**src/rtl/assert_macros.svh**
```systemverilog
// ----------------------------------------------------------------------------
// assert_macros.svh
// Assertion macros used by the serial master core.
// ----------------------------------------------------------------------------
`ifndef ASSERT_MACROS_SVH
`define ASSERT_MACROS_SVH

`ifndef NO_ASSERTIONS

// Check a property on every rising clock edge outside reset.
`define TWRTC_ASSERT(label, clk, rst_n, prop, msg) \
    label: assert property (@(posedge clk) disable iff (!rst_n) (prop)) else $error(msg);

// Check that a condition never holds outside reset.
`define TWRTC_NEVER(label, clk, rst_n, cond, msg) \
    label: assert property (@(posedge clk) disable iff (!rst_n) !(cond)) else $error(msg);

`else

`define TWRTC_ASSERT(label, clk, rst_n, prop, msg)
`define TWRTC_NEVER(label, clk, rst_n, cond, msg)

`endif

`endif

```
**src/rtl/twrtc_pkg.sv**
```systemverilog
// ----------------------------------------------------------------------------
// twrtc_pkg
// Types and constants of the three-wire serial master.
// ----------------------------------------------------------------------------
package twrtc_pkg;

    // Default number of bytes moved by a burst
    localparam int BURST_BYTES_DEF = 8;

    // Command flag bits
    localparam logic [7:0] WRITE_FLAG = 8'h80;
    localparam logic [7:0] READ_FLAG  = 8'h81;

    // Reset value of the burst command register
    localparam logic [7:0] BURST_CMD_RESET = 8'hBE;

    // Request kinds
    typedef enum logic [1:0] {
        REQ_SINGLE_WR = 2'd0,
        REQ_SINGLE_RD = 2'd1,
        REQ_BURST_WR  = 2'd2,
        REQ_BURST_RD  = 2'd3
    } req_kind_t;

    // Sequencer phases, one-hot
    typedef enum logic [6:0] {
        PH_IDLE  = 7'b0000001,
        PH_WLOW  = 7'b0000010,
        PH_WHIGH = 7'b0000100,
        PH_RLOW  = 7'b0001000,
        PH_RHIGH = 7'b0010000,
        PH_STOP  = 7'b0100000,
        PH_END   = 7'b1000000
    } phase_t;

    // One tick in
    typedef struct packed {
        logic        start_req;
        logic [1:0]  req_type;
        logic [7:0]  reg_addr;
        logic [63:0] write_data;
        logic        io_in;
    } twrtc_in_t;

    // One tick out
    typedef struct packed {
        logic        chip_enable;
        logic        serial_clock;
        logic        io_out;
        logic        io_drive;
        logic        busy_res;
        logic        done_res;
        logic [63:0] read_data;
    } twrtc_out_t;

endpackage

```
**src/rtl/three_wire_rtc_serial_master.sv**
```systemverilog
// The sequencer advances on every accepted tick, and its result is registered.
// Throughput: one tick per cycle while the result register is not held full.
// Ticks are taken while the result register is empty or being drained.
// Reset (rst_n low, asynchronous) returns to idle with the pins released.
// ----------------------------------------------------------------------------
// three_wire_rtc_serial_master
// Three-wire serial master: command byte then single or burst data bytes.
// ----------------------------------------------------------------------------
module three_wire_rtc_serial_master #(
    parameter int BURST_BYTES = twrtc_pkg::BURST_BYTES_DEF
) (
    input  logic                   clk,
    input  logic                   rst_n,
    input  logic                   cfg_write,
    input  logic [7:0]             cfg_data,
    input  logic                   req_valid,
    output logic                   req_stall,
    input  twrtc_pkg::twrtc_in_t   req_item,
    output logic                   res_valid,
    input  logic                   res_stall,
    output twrtc_pkg::twrtc_out_t  res_item
);

    logic                  advance;
    logic                  out_full;
    twrtc_pkg::twrtc_out_t tick_result;

    // Accept a tick whenever the result register can take its result
    assign req_stall = out_full;
    assign advance   = req_valid && !out_full;

    twrtc_core #(
        .BURST_BYTES (BURST_BYTES)
    ) u_core (
        .clk       (clk),
        .rst_n     (rst_n),
        .cfg_write (cfg_write),
        .cfg_data  (cfg_data),
        .advance   (advance),
        .item      (req_item),
        .result    (tick_result)
    );

    twrtc_out_stage u_out (
        .clk       (clk),
        .rst_n     (rst_n),
        .load      (advance),
        .load_item (tick_result),
        .full      (out_full),
        .stall     (res_stall),
        .valid     (res_valid),
        .item      (res_item)
    );

endmodule

```
**src/rtl/twrtc_core.sv**
```systemverilog
// ----------------------------------------------------------------------------
// twrtc_core
// Sequencer state, command register and per-tick pin and result logic.
// ----------------------------------------------------------------------------
`include "assert_macros.svh"

module twrtc_core #(
    parameter int BURST_BYTES = twrtc_pkg::BURST_BYTES_DEF
) (
    input  logic                   clk,
    input  logic                   rst_n,
    input  logic                   cfg_write,
    input  logic [7:0]             cfg_data,
    input  logic                   advance,
    input  twrtc_pkg::twrtc_in_t   item,
    output twrtc_pkg::twrtc_out_t  result
);

    // Burst length clamped into 1..8
    localparam int BurstN = (BURST_BYTES < 1) ? 1 : ((BURST_BYTES > 8) ? 8 : BURST_BYTES);

    twrtc_pkg::phase_t phase_reg, phase_next;
    logic [2:0]  bit_count_reg, bit_count_next;
    logic [3:0]  byte_count_reg, byte_count_next;
    logic [7:0]  shift_byte_reg, shift_byte_next;
    logic [1:0]  op_kind_reg, op_kind_next;
    logic [63:0] data_buffer_reg, data_buffer_next;
    logic [7:0]  burst_cmd_reg;

    logic        is_read;
    logic [3:0]  byte_total;
    logic [7:0]  buf_byte;
    logic [2:0]  ins_pos;
    logic        byte_done;

    assign is_read    = op_kind_reg[0];
    assign byte_total = op_kind_reg[1] ? 4'(BurstN) : 4'd1;
    assign buf_byte   = data_buffer_reg[{byte_count_reg[2:0], 3'b000} +: 8];
    assign ins_pos    = 3'(byte_count_reg - 4'd1);
    assign byte_done  = (bit_count_reg == 3'd7);

    // Next state and pin levels for one tick
    always_comb
    begin
        phase_next       = phase_reg;
        bit_count_next   = bit_count_reg;
        byte_count_next  = byte_count_reg;
        shift_byte_next  = shift_byte_reg;
        op_kind_next     = op_kind_reg;
        data_buffer_next = data_buffer_reg;

        result              = '0;
        result.io_out       = 1'b1;
        result.busy_res     = 1'b1;

        case (phase_reg)
            twrtc_pkg::PH_WLOW:
            begin
                result.chip_enable = 1'b1;
                result.io_drive    = 1'b1;
                result.io_out      = shift_byte_reg[0];
                phase_next         = twrtc_pkg::PH_WHIGH;
            end
            twrtc_pkg::PH_WHIGH, twrtc_pkg::PH_RHIGH:
            begin
                result.chip_enable  = 1'b1;
                result.serial_clock = 1'b1;
                if (phase_reg == twrtc_pkg::PH_WHIGH)
                begin
                    result.io_drive = 1'b1;
                    result.io_out   = shift_byte_reg[0];
                    shift_byte_next = {1'b0, shift_byte_reg[7:1]};
                end
                bit_count_next = bit_count_reg + 3'd1;
                if (!byte_done)
                begin
                    phase_next = (phase_reg == twrtc_pkg::PH_WHIGH) ?
                                 twrtc_pkg::PH_WLOW : twrtc_pkg::PH_RLOW;
                end
                else if (byte_count_reg == 4'd0)
                begin
                    // command byte sent: load the first data byte
                    byte_count_next = 4'd1;
                    shift_byte_next = is_read ? 8'd0 : data_buffer_reg[7:0];
                    phase_next      = is_read ? twrtc_pkg::PH_RLOW : twrtc_pkg::PH_WLOW;
                end
                else
                begin
                    // store the byte just read into its lane
                    if (is_read)
                    begin
                        data_buffer_next[{ins_pos, 3'b000} +: 8] = shift_byte_reg;
                    end
                    if (byte_count_reg >= byte_total)
                    begin
                        phase_next = twrtc_pkg::PH_STOP;
                    end
                    else
                    begin
                        shift_byte_next = is_read ? 8'd0 : buf_byte;
                        phase_next      = is_read ? twrtc_pkg::PH_RLOW : twrtc_pkg::PH_WLOW;
                        byte_count_next = byte_count_reg + 4'd1;
                    end
                end
            end
            twrtc_pkg::PH_RLOW:
            begin
                result.chip_enable = 1'b1;
                shift_byte_next    = {item.io_in, shift_byte_reg[7:1]};
                phase_next         = twrtc_pkg::PH_RHIGH;
            end
            twrtc_pkg::PH_STOP:
            begin
                result.chip_enable  = 1'b1;
                result.serial_clock = 1'b1;
                phase_next          = twrtc_pkg::PH_END;
            end
            twrtc_pkg::PH_END:
            begin
                result.serial_clock = 1'b1;
                result.done_res     = 1'b1;
                result.read_data    = is_read ? data_buffer_reg : 64'd0;
                phase_next          = twrtc_pkg::PH_IDLE;
            end
            default:
            begin
                phase_next = twrtc_pkg::PH_IDLE;
                if (item.start_req)
                begin
                    op_kind_next     = item.req_type;
                    bit_count_next   = 3'd0;
                    byte_count_next  = 4'd0;
                    data_buffer_next = item.req_type[0] ? 64'd0 : item.write_data;
                    case (twrtc_pkg::req_kind_t'(item.req_type))
                        twrtc_pkg::REQ_SINGLE_WR:
                            shift_byte_next = item.reg_addr | twrtc_pkg::WRITE_FLAG;
                        twrtc_pkg::REQ_SINGLE_RD:
                            shift_byte_next = item.reg_addr | twrtc_pkg::READ_FLAG;
                        twrtc_pkg::REQ_BURST_WR:
                            shift_byte_next = burst_cmd_reg;
                        default:
                            shift_byte_next = burst_cmd_reg | twrtc_pkg::READ_FLAG;
                    endcase
                    result.chip_enable = 1'b1;
                    phase_next         = twrtc_pkg::PH_WLOW;
                end
                else
                begin
                    result.busy_res = 1'b0;
                end
            end
        endcase
    end

    // Advance control state on each accepted tick
    always_ff @(posedge clk or negedge rst_n)
    begin
        if (!rst_n)
        begin
            phase_reg      <= twrtc_pkg::PH_IDLE;
            bit_count_reg  <= 3'd0;
            byte_count_reg <= 4'd0;
            op_kind_reg    <= 2'd0;
        end
        else if (advance)
        begin
            phase_reg      <= phase_next;
            bit_count_reg  <= bit_count_next;
            byte_count_reg <= byte_count_next;
            op_kind_reg    <= op_kind_next;
        end
    end

    // Hold shift and data payload
    always_ff @(posedge clk)
    begin
        if (advance)
        begin
            shift_byte_reg  <= shift_byte_next;
            data_buffer_reg <= data_buffer_next;
        end
    end

    // Burst command register
    always_ff @(posedge clk or negedge rst_n)
    begin
        if (!rst_n)
        begin
            burst_cmd_reg <= twrtc_pkg::BURST_CMD_RESET;
        end
        else if (cfg_write)
        begin
            burst_cmd_reg <= cfg_data;
        end
    end

    `TWRTC_ASSERT(a_end_goes_idle, clk, rst_n, advance && phase_reg == twrtc_pkg::PH_END |=> phase_reg == twrtc_pkg::PH_IDLE, "end tick not followed by idle")
    `TWRTC_NEVER(a_byte_count_range, clk, rst_n, byte_count_reg > 4'(BurstN), "byte count beyond burst length")
    `TWRTC_NEVER(a_drive_without_ce, clk, rst_n, result.io_drive && !result.chip_enable, "data pin driven with chip enable low")
    `TWRTC_NEVER(a_rdata_without_done, clk, rst_n, result.read_data != 64'd0 && !result.done_res, "read data outside done tick")

endmodule

```
**src/rtl/twrtc_out_stage.sv**
```systemverilog
// ----------------------------------------------------------------------------
// twrtc_out_stage
// Result register between the sequencer and the result channel.
// ----------------------------------------------------------------------------
module twrtc_out_stage (
    input  logic                   clk,
    input  logic                   rst_n,
    input  logic                   load,
    input  twrtc_pkg::twrtc_out_t  load_item,
    output logic                   full,
    input  logic                   stall,
    output logic                   valid,
    output twrtc_pkg::twrtc_out_t  item
);

    logic                  valid_reg;
    twrtc_pkg::twrtc_out_t item_reg;

    // Hold the valid flag until the transfer completes
    always_ff @(posedge clk or negedge rst_n)
    begin
        if (!rst_n)
        begin
            valid_reg <= 1'b0;
        end
        else if (load)
        begin
            valid_reg <= 1'b1;
        end
        else if (!stall)
        begin
            valid_reg <= 1'b0;
        end
    end

    // Capture the new result
    always_ff @(posedge clk)
    begin
        if (load)
        begin
            item_reg <= load_item;
        end
    end

    assign full  = valid_reg && stall;
    assign valid = valid_reg;
    assign item  = item_reg;

endmodule

```
**config.mk**
```make
export PLATFORM = sky130hd
export DESIGN_NAME = three_wire_rtc_serial_master
export DESIGN_NICKNAME = d
export VERILOG_FILES = /design/src/rtl/twrtc_pkg.sv /design/src/rtl/three_wire_rtc_serial_master.sv /design/src/rtl/twrtc_core.sv /design/src/rtl/twrtc_out_stage.sv
export VERILOG_INCLUDE_DIRS = /design/src /design/src/rtl
export SDC_FILE = /design/constraint.sdc
export NUM_CORES = 1
export LEC_CHECK = 0
export BUFFER_PORTS_ARGS = -buffer_cell sky130_fd_sc_hd__clkbuf_2
export CAP_MARGIN = 15
export CORE_UTILIZATION = 45
export DETAILED_ROUTE_END_ITERATION = 12
export PLACE_DENSITY = 0.67
export SLEW_MARGIN = 20
export SYNTH_ARGS = -nofsm -noshare
export SYNTH_HDL_FRONTEND = slang
export SYNTH_SLANG_ARGS = --single-unit
```
**constraint.sdc**
```tcl
create_clock -name clk -period 6.2 [get_ports clk]
set_clock_uncertainty 0.2 [all_clocks]
set_input_delay 0.62 -clock clk [delete_from_list [all_inputs] [get_ports clk]]
set_output_delay 0.62 -clock clk [all_outputs]
set_load 0.005 [all_outputs]
```
==> results.ini, run 1 <==
[drt]
wl_per_cell_um=20.4
routed_wl_um=20700
vias=5976
drc=0
drtAntennaViolNets=0
firstDrtPassIters=5
first_iter_violations=542
via_per_inst=5.88

[clock_tree]
cts.clk_slew.worst_paths_ps=60
ctsResizeCount=0
cts_setup_buffers=0
cts_tree=built
ctsRootBufferMaster=clkbuf_16
clockBufferDepth=2
cts.sinks=167
clock_latency_ps=420
htreeDepth=4
cts_buffers=17
cts_hold_buf=0

[grt]
grt_pass1_wl_um=31200
first_global_vias=5618
grt_max_degree=71
track_usage_pct=22.4
antenna_found_initial=0
overflow=0

[synth]
ys.flop_type=edfxtp_1
synthArstFlopShare_pct=15.0
avgSynthCellArea_um2=12.8
synth-seq-cells=167
synth-edff-count=142
yosysWarnings=0
syn_inst=650
ys_seq_area_share_pct=59.0
ys_types=65
syn_area_um2=8300
synthesis.nets=750

[sta]
relSlewSlack_pct=38.4
slew_viol_final=0
setup_violations=0
rsz0062_at_grt=no
fmax_mhz=274
fin_crit_sh_pct=58.8
min_period_ps=3650
timing.setup.tns_ps=0
hold_violations=0
worst_slew_pin_slew_ps=924
hold_ws_ps=23.3

[hold_path]
hold_class=primary input to asynchronous set/reset pin

[outcome]
status=finished, final reports clean

[setup_path]
max_stage_delay_ps=610
start_kind=flip-flop
crit_cells=7
crit_arrival_ps=3500
crit_chain=inv_1 > ha_1 > xnor2_1 > ha_1 > nand2_1 > or4_1 > a21oi_2
cp_top_family=adder cells
crit_fanout=14
path_buf_inv=1
end_kind=flip-flop
r2r_cells=7
cp_slowest_cell=dfrtp_1
cp_data_required_time_ps=6060
path_class=flip-flop to flip-flop
crit_top_cell=ha_1

[floorplan]
dieHeight_um=138
pin_count=161
dieArea_um2=19000
row_count=49
coreArea_um2=18000
die-width_um=138
start_util_pct=46.1

[cells_and_area]
syn_to_final_growth_pct=17.9
fin_area_um2=9790
layout.cells.non_filler=1016
layout.nets=875
largest_reg_flops=70
n_antenna_cell=0
final_layout_size_suffix_gt1_share_pct=32.0
final_util_pct=54.3
fillers=1514

[placed_design]
placed_cells=985
portBuffers=159
dpl_cell_area_um2=9160
routabilityCongestion=0.984
dpl.hpwl_um=15400

[power]
ir_worst_vdd_v=0.000201
powerDensity_nw_per_um2=343
leakage_nw=4.18

[job]
max_cap_viol_count=0

synth_stat cells, types with 3 or more instances:
| cell | number | area, um2 |
|---|---|---|
| nor2_1 | 23 | 86.3 |
| mux2_2 | 15 | 169 |
| nand2_1 | 62 | 233 |
| mux4_2 | 16 | 360 |
| a22oi_1 | 7 | 52.6 |
| o22ai_1 | 3 | 18.8 |
| inv_1 | 7 | 26.3 |
| clkbuf_2 | 6 | 30.0 |
| and3_1 | 70 | 438 |
| a211o_1 | 3 | 26.3 |
| nand3b_1 | 34 | 255 |
| dfrtp_1 | 18 | 450 |
| clkbuf_1 | 28 | 105 |
| edfxtp_1 | 142 | 4260 |
| nand3_1 | 38 | 190 |
| o22a_1 | 8 | 70.1 |
| nor4b_1 | 3 | 26.3 |
| a21oi_2 | 3 | 26.3 |
| ha_1 | 11 | 138 |
| nor2b_1 | 4 | 25.0 |
| buf_6 | 3 | 33.8 |
| o21a_1 | 3 | 22.5 |
| a222oi_1 | 8 | 80.1 |
| a21oi_1 | 10 | 50.1 |
| dfstp_2 | 7 | 184 |
| o21ai_0 | 4 | 20.0 |
| nor3_1 | 4 | 20.0 |
| buf_2 | 19 | 95.1 |
| mux2i_1 | 8 | 80.1 |
| a22o_1 | 34 | 298 |
| a31oi_1 | 3 | 18.8 |
through the flow:
| stage | setup WS (ps) | power (mW) |
|---|---|---|
| after detailed placement | 2630 | 2.26 |
| after floorplan | 2670 | 2.03 |
| after global routing | 2390 | 3.49 |
| final | 2550 | 3.36 |
| after CTS | 2590 | 3.36 |
| after global placement | 2720 | 2.23 |
report_power, final:
group | leakage (nW) | switching, mW | internal (mW) | total (mW)
logic | 2.21 | 0.450 | 0.270 | 0.720
registers | 1.67 | 0.146 | 1.39 | 1.53
clock network | 0.298 | 0.425 | 0.679 | 1.10
total | 4.18 | 1.02 | 2.34 | 3.36
worst reg2reg max path, cell delays in order, from the launching register on:
cell and delay (ps):
dfrtp_1 610, inv_1 440, ha_1 370, xnor2_1 180
ha_1 450, nand2_1 80, or4_1 490, a21oi_2 460
worst paths after layout:
check                                                startpoint                              endpoint  slack, ps
setup reg to reg           u_core.byte_count_reg[0]$_DFFE_PN0P_  u_core.data_buffer_reg[34]$_DFFE_PP_       2550
setup / recovery           u_core.byte_count_reg[0]$_DFFE_PN0P_  u_core.data_buffer_reg[34]$_DFFE_PP_       2550
max in group asynchronous                                 rst_n  u_core.byte_count_reg[1]$_DFFE_PN0P_       5360
hold reg to reg             u_core.bit_count_reg[0]$_DFFE_PN0P_   u_core.bit_count_reg[0]$_DFFE_PN0P_        310
hold / removal                                            rst_n       u_core.phase_reg[6]$_DFFE_PN0P_         20
min in group clk                                      req_valid               u_out.valid$_DFFE_PN0P_        200
area by class of cell:
type | count | area [um2] | area share, %
repair buffers | 164 | 833 | 8.51
clock inverters | 13 | 196 | 2.01
clock buffers | 18 | 429 | 4.38
inverters | 8 | 30.0 | 0.307
well taps | 229 | 287 | 2.93
flip-flops and latches | 167 | 4900 | 50.0
multi-input cells | 417 | 3110 | 31.8
layout by cell type, fill, tap and decap left out, types with 15 or more instances in the layout:
cell type  netlist  routed
clkbuf_2         6     159
edfxtp_1       142     142
and3_1          70      70
nand2_1         62      62
nand3_1         38      38
nand3b_1        34      34
a22o_1          34      34
nor2_1          23      22
dfrtp_1         18      18
clkbuf_16        0      17
mux4_2          16      16
mux2_2          15      15
metal layers:
| metal | share of wire (%) | global-route usage [%] | vias up |
|---|---|---|---|
| met1 | 41 | 29.7 | 2907 |
| met3 | 7.0 | 4.05 | 31 |
| li1 | - | - | 2752 |
| met5 | 0 | 0 | - |
| met4 | 2.9 | 8.64 | 0 |
| met2 | 49 | 36.7 | 286 |
cell families after synthesis:
| group | after synthesis | synth area share, % |
|---|---|---|
| AO/OA/AOI/OAI | 95 | 9.12 |
| XOR/XNOR | 4 | 0.513 |
| adder cells (fa/ha/maj) | 11 | 1.66 |
| buffers and inverters | 66 | 3.63 |
| flip-flops | 167 | 59.0 |
| multiplexers | 40 | 7.48 |
| AND/OR/NAND/NOR | 267 | 18.6 |
(Power assumes the default switching activity.)
==> inputs of run 2 (changes only) <==
clock period = 3.8 ns   (was 6.2 ns; I/O delays follow)
==> results.ini, run 2 (same netlist as run 1, synthesis figures left out) <==
[clock_tree]
cts.clk_slew.worst_paths_ps=70  ; about the same
clockBufferDepth=2  ; unchanged
cts_buffers=17  ; unchanged
cts_setup_buffers=0  ; unchanged
htreeDepth=4  ; unchanged
cts.sinks=167  ; unchanged
cts_tree=built
clock_latency_ps=430  ; about the same
ctsRootBufferMaster=clkbuf_16

[cells_and_area]
final_layout_size_suffix_gt1_share_pct=32.2  ; +0.15 points
final_util_pct=54.9  ; +0.58 points
syn_to_final_growth_pct=19.2
final_cell_mix=clkbuf_2, edfxtp_1, and3_1
layout_commonest_cell=clkbuf_2
n_antenna_cell=0  ; unchanged
largest_reg_flops=70  ; unchanged
layout.nets=889  ; +1.6%

[floorplan]
die-width_um=138  ; unchanged
dieArea_um2=19000  ; unchanged
start_util_pct=46.1  ; unchanged
dieHeight_um=138  ; unchanged
pin_count=161  ; unchanged
coreArea_um2=18000  ; unchanged
row_count=49  ; unchanged

[drt]
vias=5972  ; -0.067%
first_iter_violations=698  ; +29%
routed_wl_um=20700  ; -0.43%
wl_per_cell_um=20.0  ; -1.9%
drtAntennaViolNets=0  ; unchanged
firstDrtPassIters=5  ; unchanged
drc=0  ; unchanged
via_per_inst=5.79  ; -1.5%

[setup_path]
max_stage_delay_ps=610  ; about the same
path_class=flip-flop to flip-flop
cp_data_required_time_ps=3660  ; -2400 ps
cp_top_family=adder cells
crit_fanout=11  ; -3
crit_chain=inv_1 > ha_1 > xnor2_1 > ha_1 > nand2_1 > or4_1 > a21oi_2
crit_arrival_ps=3040  ; -460 ps
start_kind=flip-flop
cp_slowest_cell=dfrtp_1
crit_top_cell=ha_1
path_buf_inv=1  ; unchanged
end_kind=flip-flop

[sta]
fin_crit_sh_pct=83.8  ; +25 points
relSlewSlack_pct=43.7  ; +5.3 points
rsz0062_at_grt=no
hold_ws_ps=48.6  ; +25.3 ps
setup_violations=0  ; unchanged
min_period_ps=3180  ; -464 ps
slew_viol_final=0  ; unchanged
worst_slew_pin_slew_ps=838  ; -86.4 ps
hold_violations=0  ; unchanged
fmax_mhz=314  ; +15%
timing.setup.tns_ps=0  ; unchanged

[placed_design]
routabilityCongestion=0.965  ; -1.9%
portBuffers=159  ; unchanged
dpl.hpwl_um=15300  ; -0.24%

[grt]
overflow=0  ; unchanged
top_usage_layer=met2
grt_use_met2_pct=35.3  ; -1.4 points
use_met3_pct=3.94  ; -0.11 points
grt_use_met1_pct=30.4  ; +0.71 points
antenna_found_initial=0  ; unchanged
first_global_vias=5635  ; +0.30%
grt_max_degree=66  ; -7.0%
track_usage_pct=22.5  ; +0.027 points
grt_pass1_wl_um=31000  ; -0.48%

[job]
max_cap_viol_count=0  ; unchanged

[power]
totalPowerFinal_mw=5.43  ; +62%
ir_worst_vdd_v=0.000358  ; +78%
leakage_nw=4.24  ; +1.3%
powerDensity_nw_per_um2=549  ; +60%

[hold_path]
hold_class=primary input to flip-flop

[outcome]
status=finished, final reports clean

-- run 2: changes by cell type in the layout (fill, tap and decap cells not counted), sizes merged --
| cell | delta |
|---|---|
| clkinvlp | -1 |
| dlygate4sd3 | +10 |
| clkbuf | -1 |
| buf | +4 |
| bufinv | -2 |
| inv | +5 |
-- run 2: final cells by class --
cell class              instances  area [um2]
fillers                      1569        8130
flip-flops and latches        167        4900
multi-input cells             417        3110
repair buffers                178         963
clock buffers                  17         425
well taps                     229         287
clock inverters                15         180
inverters                       8        30.0
-- run 2: metal layers --
layer	wire (um)	part of all wire, %
met1	8790	43
met2	9770	47
met3	1350	6.6
met4	742	3.6
met5	0	0
-- run 2: repair_timing --
action | in CTS | in global routing
gates resized for setup | 0 | 0
hold buffers | 10 | 0
endpoints found under the hold margin | 27 | 0
-- run 2: final timing paths --
| path | slack [ps] | startpoint | to | cells after the start |
|---|---|---|---|---|
| setup / recovery | 620 | u_core.byte_count_reg[0]$_DFFE_PN0P_ | u_core.data_buffer_reg[33]$_DFFE_PP_ | 7 |
| hold / removal | 50 | req_item[52] | u_core.data_buffer_reg[51]$_DFFE_PP_ | 2 |
| setup reg to reg | 620 | u_core.byte_count_reg[0]$_DFFE_PN0P_ | u_core.data_buffer_reg[33]$_DFFE_PP_ | 7 |
| hold reg to reg | 310 | u_core.bit_count_reg[0]$_DFFE_PN0P_ | u_core.bit_count_reg[0]$_DFFE_PN0P_ | 1 |
| max in group asynchronous | 2680 | rst_n | u_core.op_kind_reg[0]$_DFFE_PN0P_ | 2 |
| min in group asynchronous | 300 | rst_n | u_core.phase_reg[5]$_DFFE_PN0P_ | 2 |
-- run 2: metrics by stage --
| step | worst slack (ps) | cell area, um2 | std cells |
|---|---|---|---|
| after global routing | 511 | 9890 | 1031 |
| after CTS | 635 | 9890 | 1031 |
| after global placement | 711 | 9190 | 989 |
| final | 616 | 9890 | 1031 |
| after detailed placement | 641 | 9190 | 989 |
| after floorplan | 512 | 8300 | 650 |
-- run 2: power breakdown --
group | total (mW) | internal, mW | switching, mW
clock | 1.74 | 0.995 | 0.749
sequential | 2.49 | 2.26 | 0.229
combinational | 1.20 | 0.452 | 0.743
==> inputs of run 3 (changes only) <==
clock period = 3 ns   (was 3.8 ns; I/O delays follow)
==> results.ini, run 3 (same netlist as run 1, synthesis figures left out) <==
[outcome]
status=finished, final reports clean

[clock_tree]
cts_setup_buffers=0  ; unchanged
cts_hold_buf=53  ; +43
cts_tree=built
clockBufferDepth=2  ; unchanged
ctsResizeCount=0  ; unchanged
ctsRootBufferMaster=clkbuf_16
cts.sinks=167  ; unchanged
htreeDepth=4  ; unchanged
cts.clk_slew.worst_paths_ps=60  ; about the same
clock_latency_ps=430  ; about the same
cts_buffers=17  ; unchanged

[floorplan]
dieArea_um2=19000  ; unchanged
coreArea_um2=18000  ; unchanged
start_util_pct=46.1  ; unchanged
row_count=49  ; unchanged
pin_count=161  ; unchanged
die-width_um=138  ; unchanged
dieHeight_um=138  ; unchanged

[setup_path]
crit_cells=8  ; +1
cp_top_family=simple AND/OR/NAND/NOR gates
path_class=flip-flop to flip-flop
start_kind=flip-flop
r2r_end=u_core.shift_byte_reg[3]$_DFFE_PP_
cp_data_required_time_ps=2950  ; -710 ps
crit_chain=inv_1 > buf_4 > ha_1 > or4b_1 > or3b_1 > nand3_2 > o22a_1 > nand2_1
cp_slowest_cell=or4b_1
path_buf_inv=2  ; +1
r2r-start=u_core.byte_count_reg[0]$_DFFE_PN0P_
max_stage_delay_ps=500  ; -110 ps
crit_arrival_ps=2710  ; -330 ps
r2r_cells=8  ; +1
rrSetupSlack_ps=250  ; -370 ps
crit_fanout=13  ; +2
end_kind=flip-flop

[sta]
min_period_ps=2750  ; -429 ps
worst_slew_pin_slew_ps=768  ; -69.6 ps
slew_viol_final=0  ; unchanged
setup_violations=0  ; unchanged
fin_crit_sh_pct=91.8  ; +8.0 points
relSlewSlack_pct=48.7  ; +5.0 points
rsz0062_at_grt=no
timing.setup.tns_ps=0  ; unchanged
hold_violations=0  ; unchanged
fmax_mhz=363  ; +16%

[cells_and_area]
final_cell_mix=clkbuf_2, edfxtp_1, and3_1
final_layout_size_suffix_gt1_share_pct=30.9  ; -1.2 points
layout.cells.non_filler=1079  ; +4.7%
layout_commonest_cell=clkbuf_2
layout.nets=939  ; +5.6%
largest_reg_flops=70  ; unchanged
n_antenna_cell=0  ; unchanged
syn_to_final_growth_pct=24.8

[power]
p_switching_mw=2.16  ; +25%
ir_worst_vdd_v=0.000515  ; +44%
leakage_nw=4.43  ; +4.4%
powerDensity_nw_per_um2=658  ; +20%
internal-power_mw=4.66  ; +26%
power_frac_clock_pct=29.9  ; -2.2 points
pwr-share-seq_pct=45.9  ; about the same
swShare_pct=31.6  ; -0.073 points
p_comb_share_pct=24.2  ; +2.2 points

[placed_design]
dpl.hpwl_um=15400  ; +0.52%
portBuffers=159  ; unchanged
routabilityCongestion=0.965  ; about the same
placed_cells=996  ; +0.71%

[grt]
first_global_vias=5908  ; +4.8%
track_usage_pct=23.2  ; +0.70 points
grt_max_degree=76  ; +15%
antenna_found_initial=0  ; unchanged
grt_pass1_wl_um=32100  ; +3.5%
overflow=0  ; unchanged

[drt]
wl_per_cell_um=19.8  ; -0.98%
routed_wl_um=21400  ; +3.6%
vias=6194  ; +3.7%
drtAntennaViolNets=0  ; unchanged
drc=0  ; unchanged
firstDrtPassIters=6  ; +1
first_iter_violations=669  ; -4.2%
via_per_inst=5.74  ; -0.90%

[hold_path]
whs_endpoint=u_core.data_buffer_reg[47]$_DFFE_PP_
worstHoldStart=req_item[48]
whs_path_depth=3  ; +1
hold_class=primary input to flip-flop

[job]
max_cap_viol_count=0  ; unchanged

run 3: layout make-up:
class                           count  area (um2)
Fill cell                        1506        7660
Sequential cell                   167        4900
Multi-Input combinational cell    417        3120
Timing Repair Buffer              228        1470
Clock buffer                       18         429
Tap cell                          229         287
Clock inverter                     12         123
Inverter                            8        31.3
run 3: layer usage:
metal	up-vias	track usage, %	share of wire [%]
li1	2880	-	-
met4	0	10.9	3.4
met2	284	37.6	49
met1	2987	30.0	41
met5	-	0	0
met3	43	4.30	7.0
run 3: worst max path at each step:
stage	from	to	slack, ps
floorplan	u_core.byte_count_reg[1]$_DFFE_PN0P_	u_core.data_buffer_reg[32]$_DFFE_PP_	50
global placement	u_core.byte_count_reg[0]$_DFFE_PN0P_	u_core.shift_byte_reg[3]$_DFFE_PP_	350
detailed placement	u_core.byte_count_reg[0]$_DFFE_PN0P_	u_core.shift_byte_reg[3]$_DFFE_PP_	300
CTS	u_core.byte_count_reg[0]$_DFFE_PN0P_	u_core.shift_byte_reg[3]$_DFFE_PP_	270
global route	u_core.byte_count_reg[1]$_DFFE_PN0P_	u_core.data_buffer_reg[29]$_DFFE_PP_	50
finish	u_core.byte_count_reg[0]$_DFFE_PN0P_	u_core.shift_byte_reg[3]$_DFFE_PP_	250
run 3: per-stage QoR:
step / area (um2) / hold slack [ps] / total power, mW / utilization (%) / worst slack, ps
floorplan: 8310 / -196 / 4.19 / - / 45.7
global placement: 9270 / 150 / 4.67 / 51.5 / 354
detailed placement: 9270 / 157 / 4.74 / 51.5 / 296
CTS: 10400 / 3.79 / 6.82 / 57.5 / 268
global route: 10400 / 15.6 / 7.10 / 57.5 / 47.1
finish: 10400 / 18.6 / 6.82 / 57.5 / 245
run 3: power by group through the flow:
stage	registers [mW]	logic, mW	clock network (mW)
after global routing	3.15	1.80	2.16
after detailed placement	3.17	1.57	0
after CTS	3.12	1.64	2.07
after floorplan	2.99	1.20	0
final	3.13	1.65	2.04
after global placement	3.15	1.52	0
run 3: worst reg2reg max path, delay by kind of cell, from the launching register on:
| kind | cells | cell delay, ps |
|---|---|---|
| AND/OR/NAND/NOR | 4 | 1160 |
| adder cells (fa/ha/maj) | 1 | 270 |
| flip-flops | 1 | 380 |
| AO/OA/AOI/OAI | 1 | 180 |
| buffers and inverters | 2 | 320 |
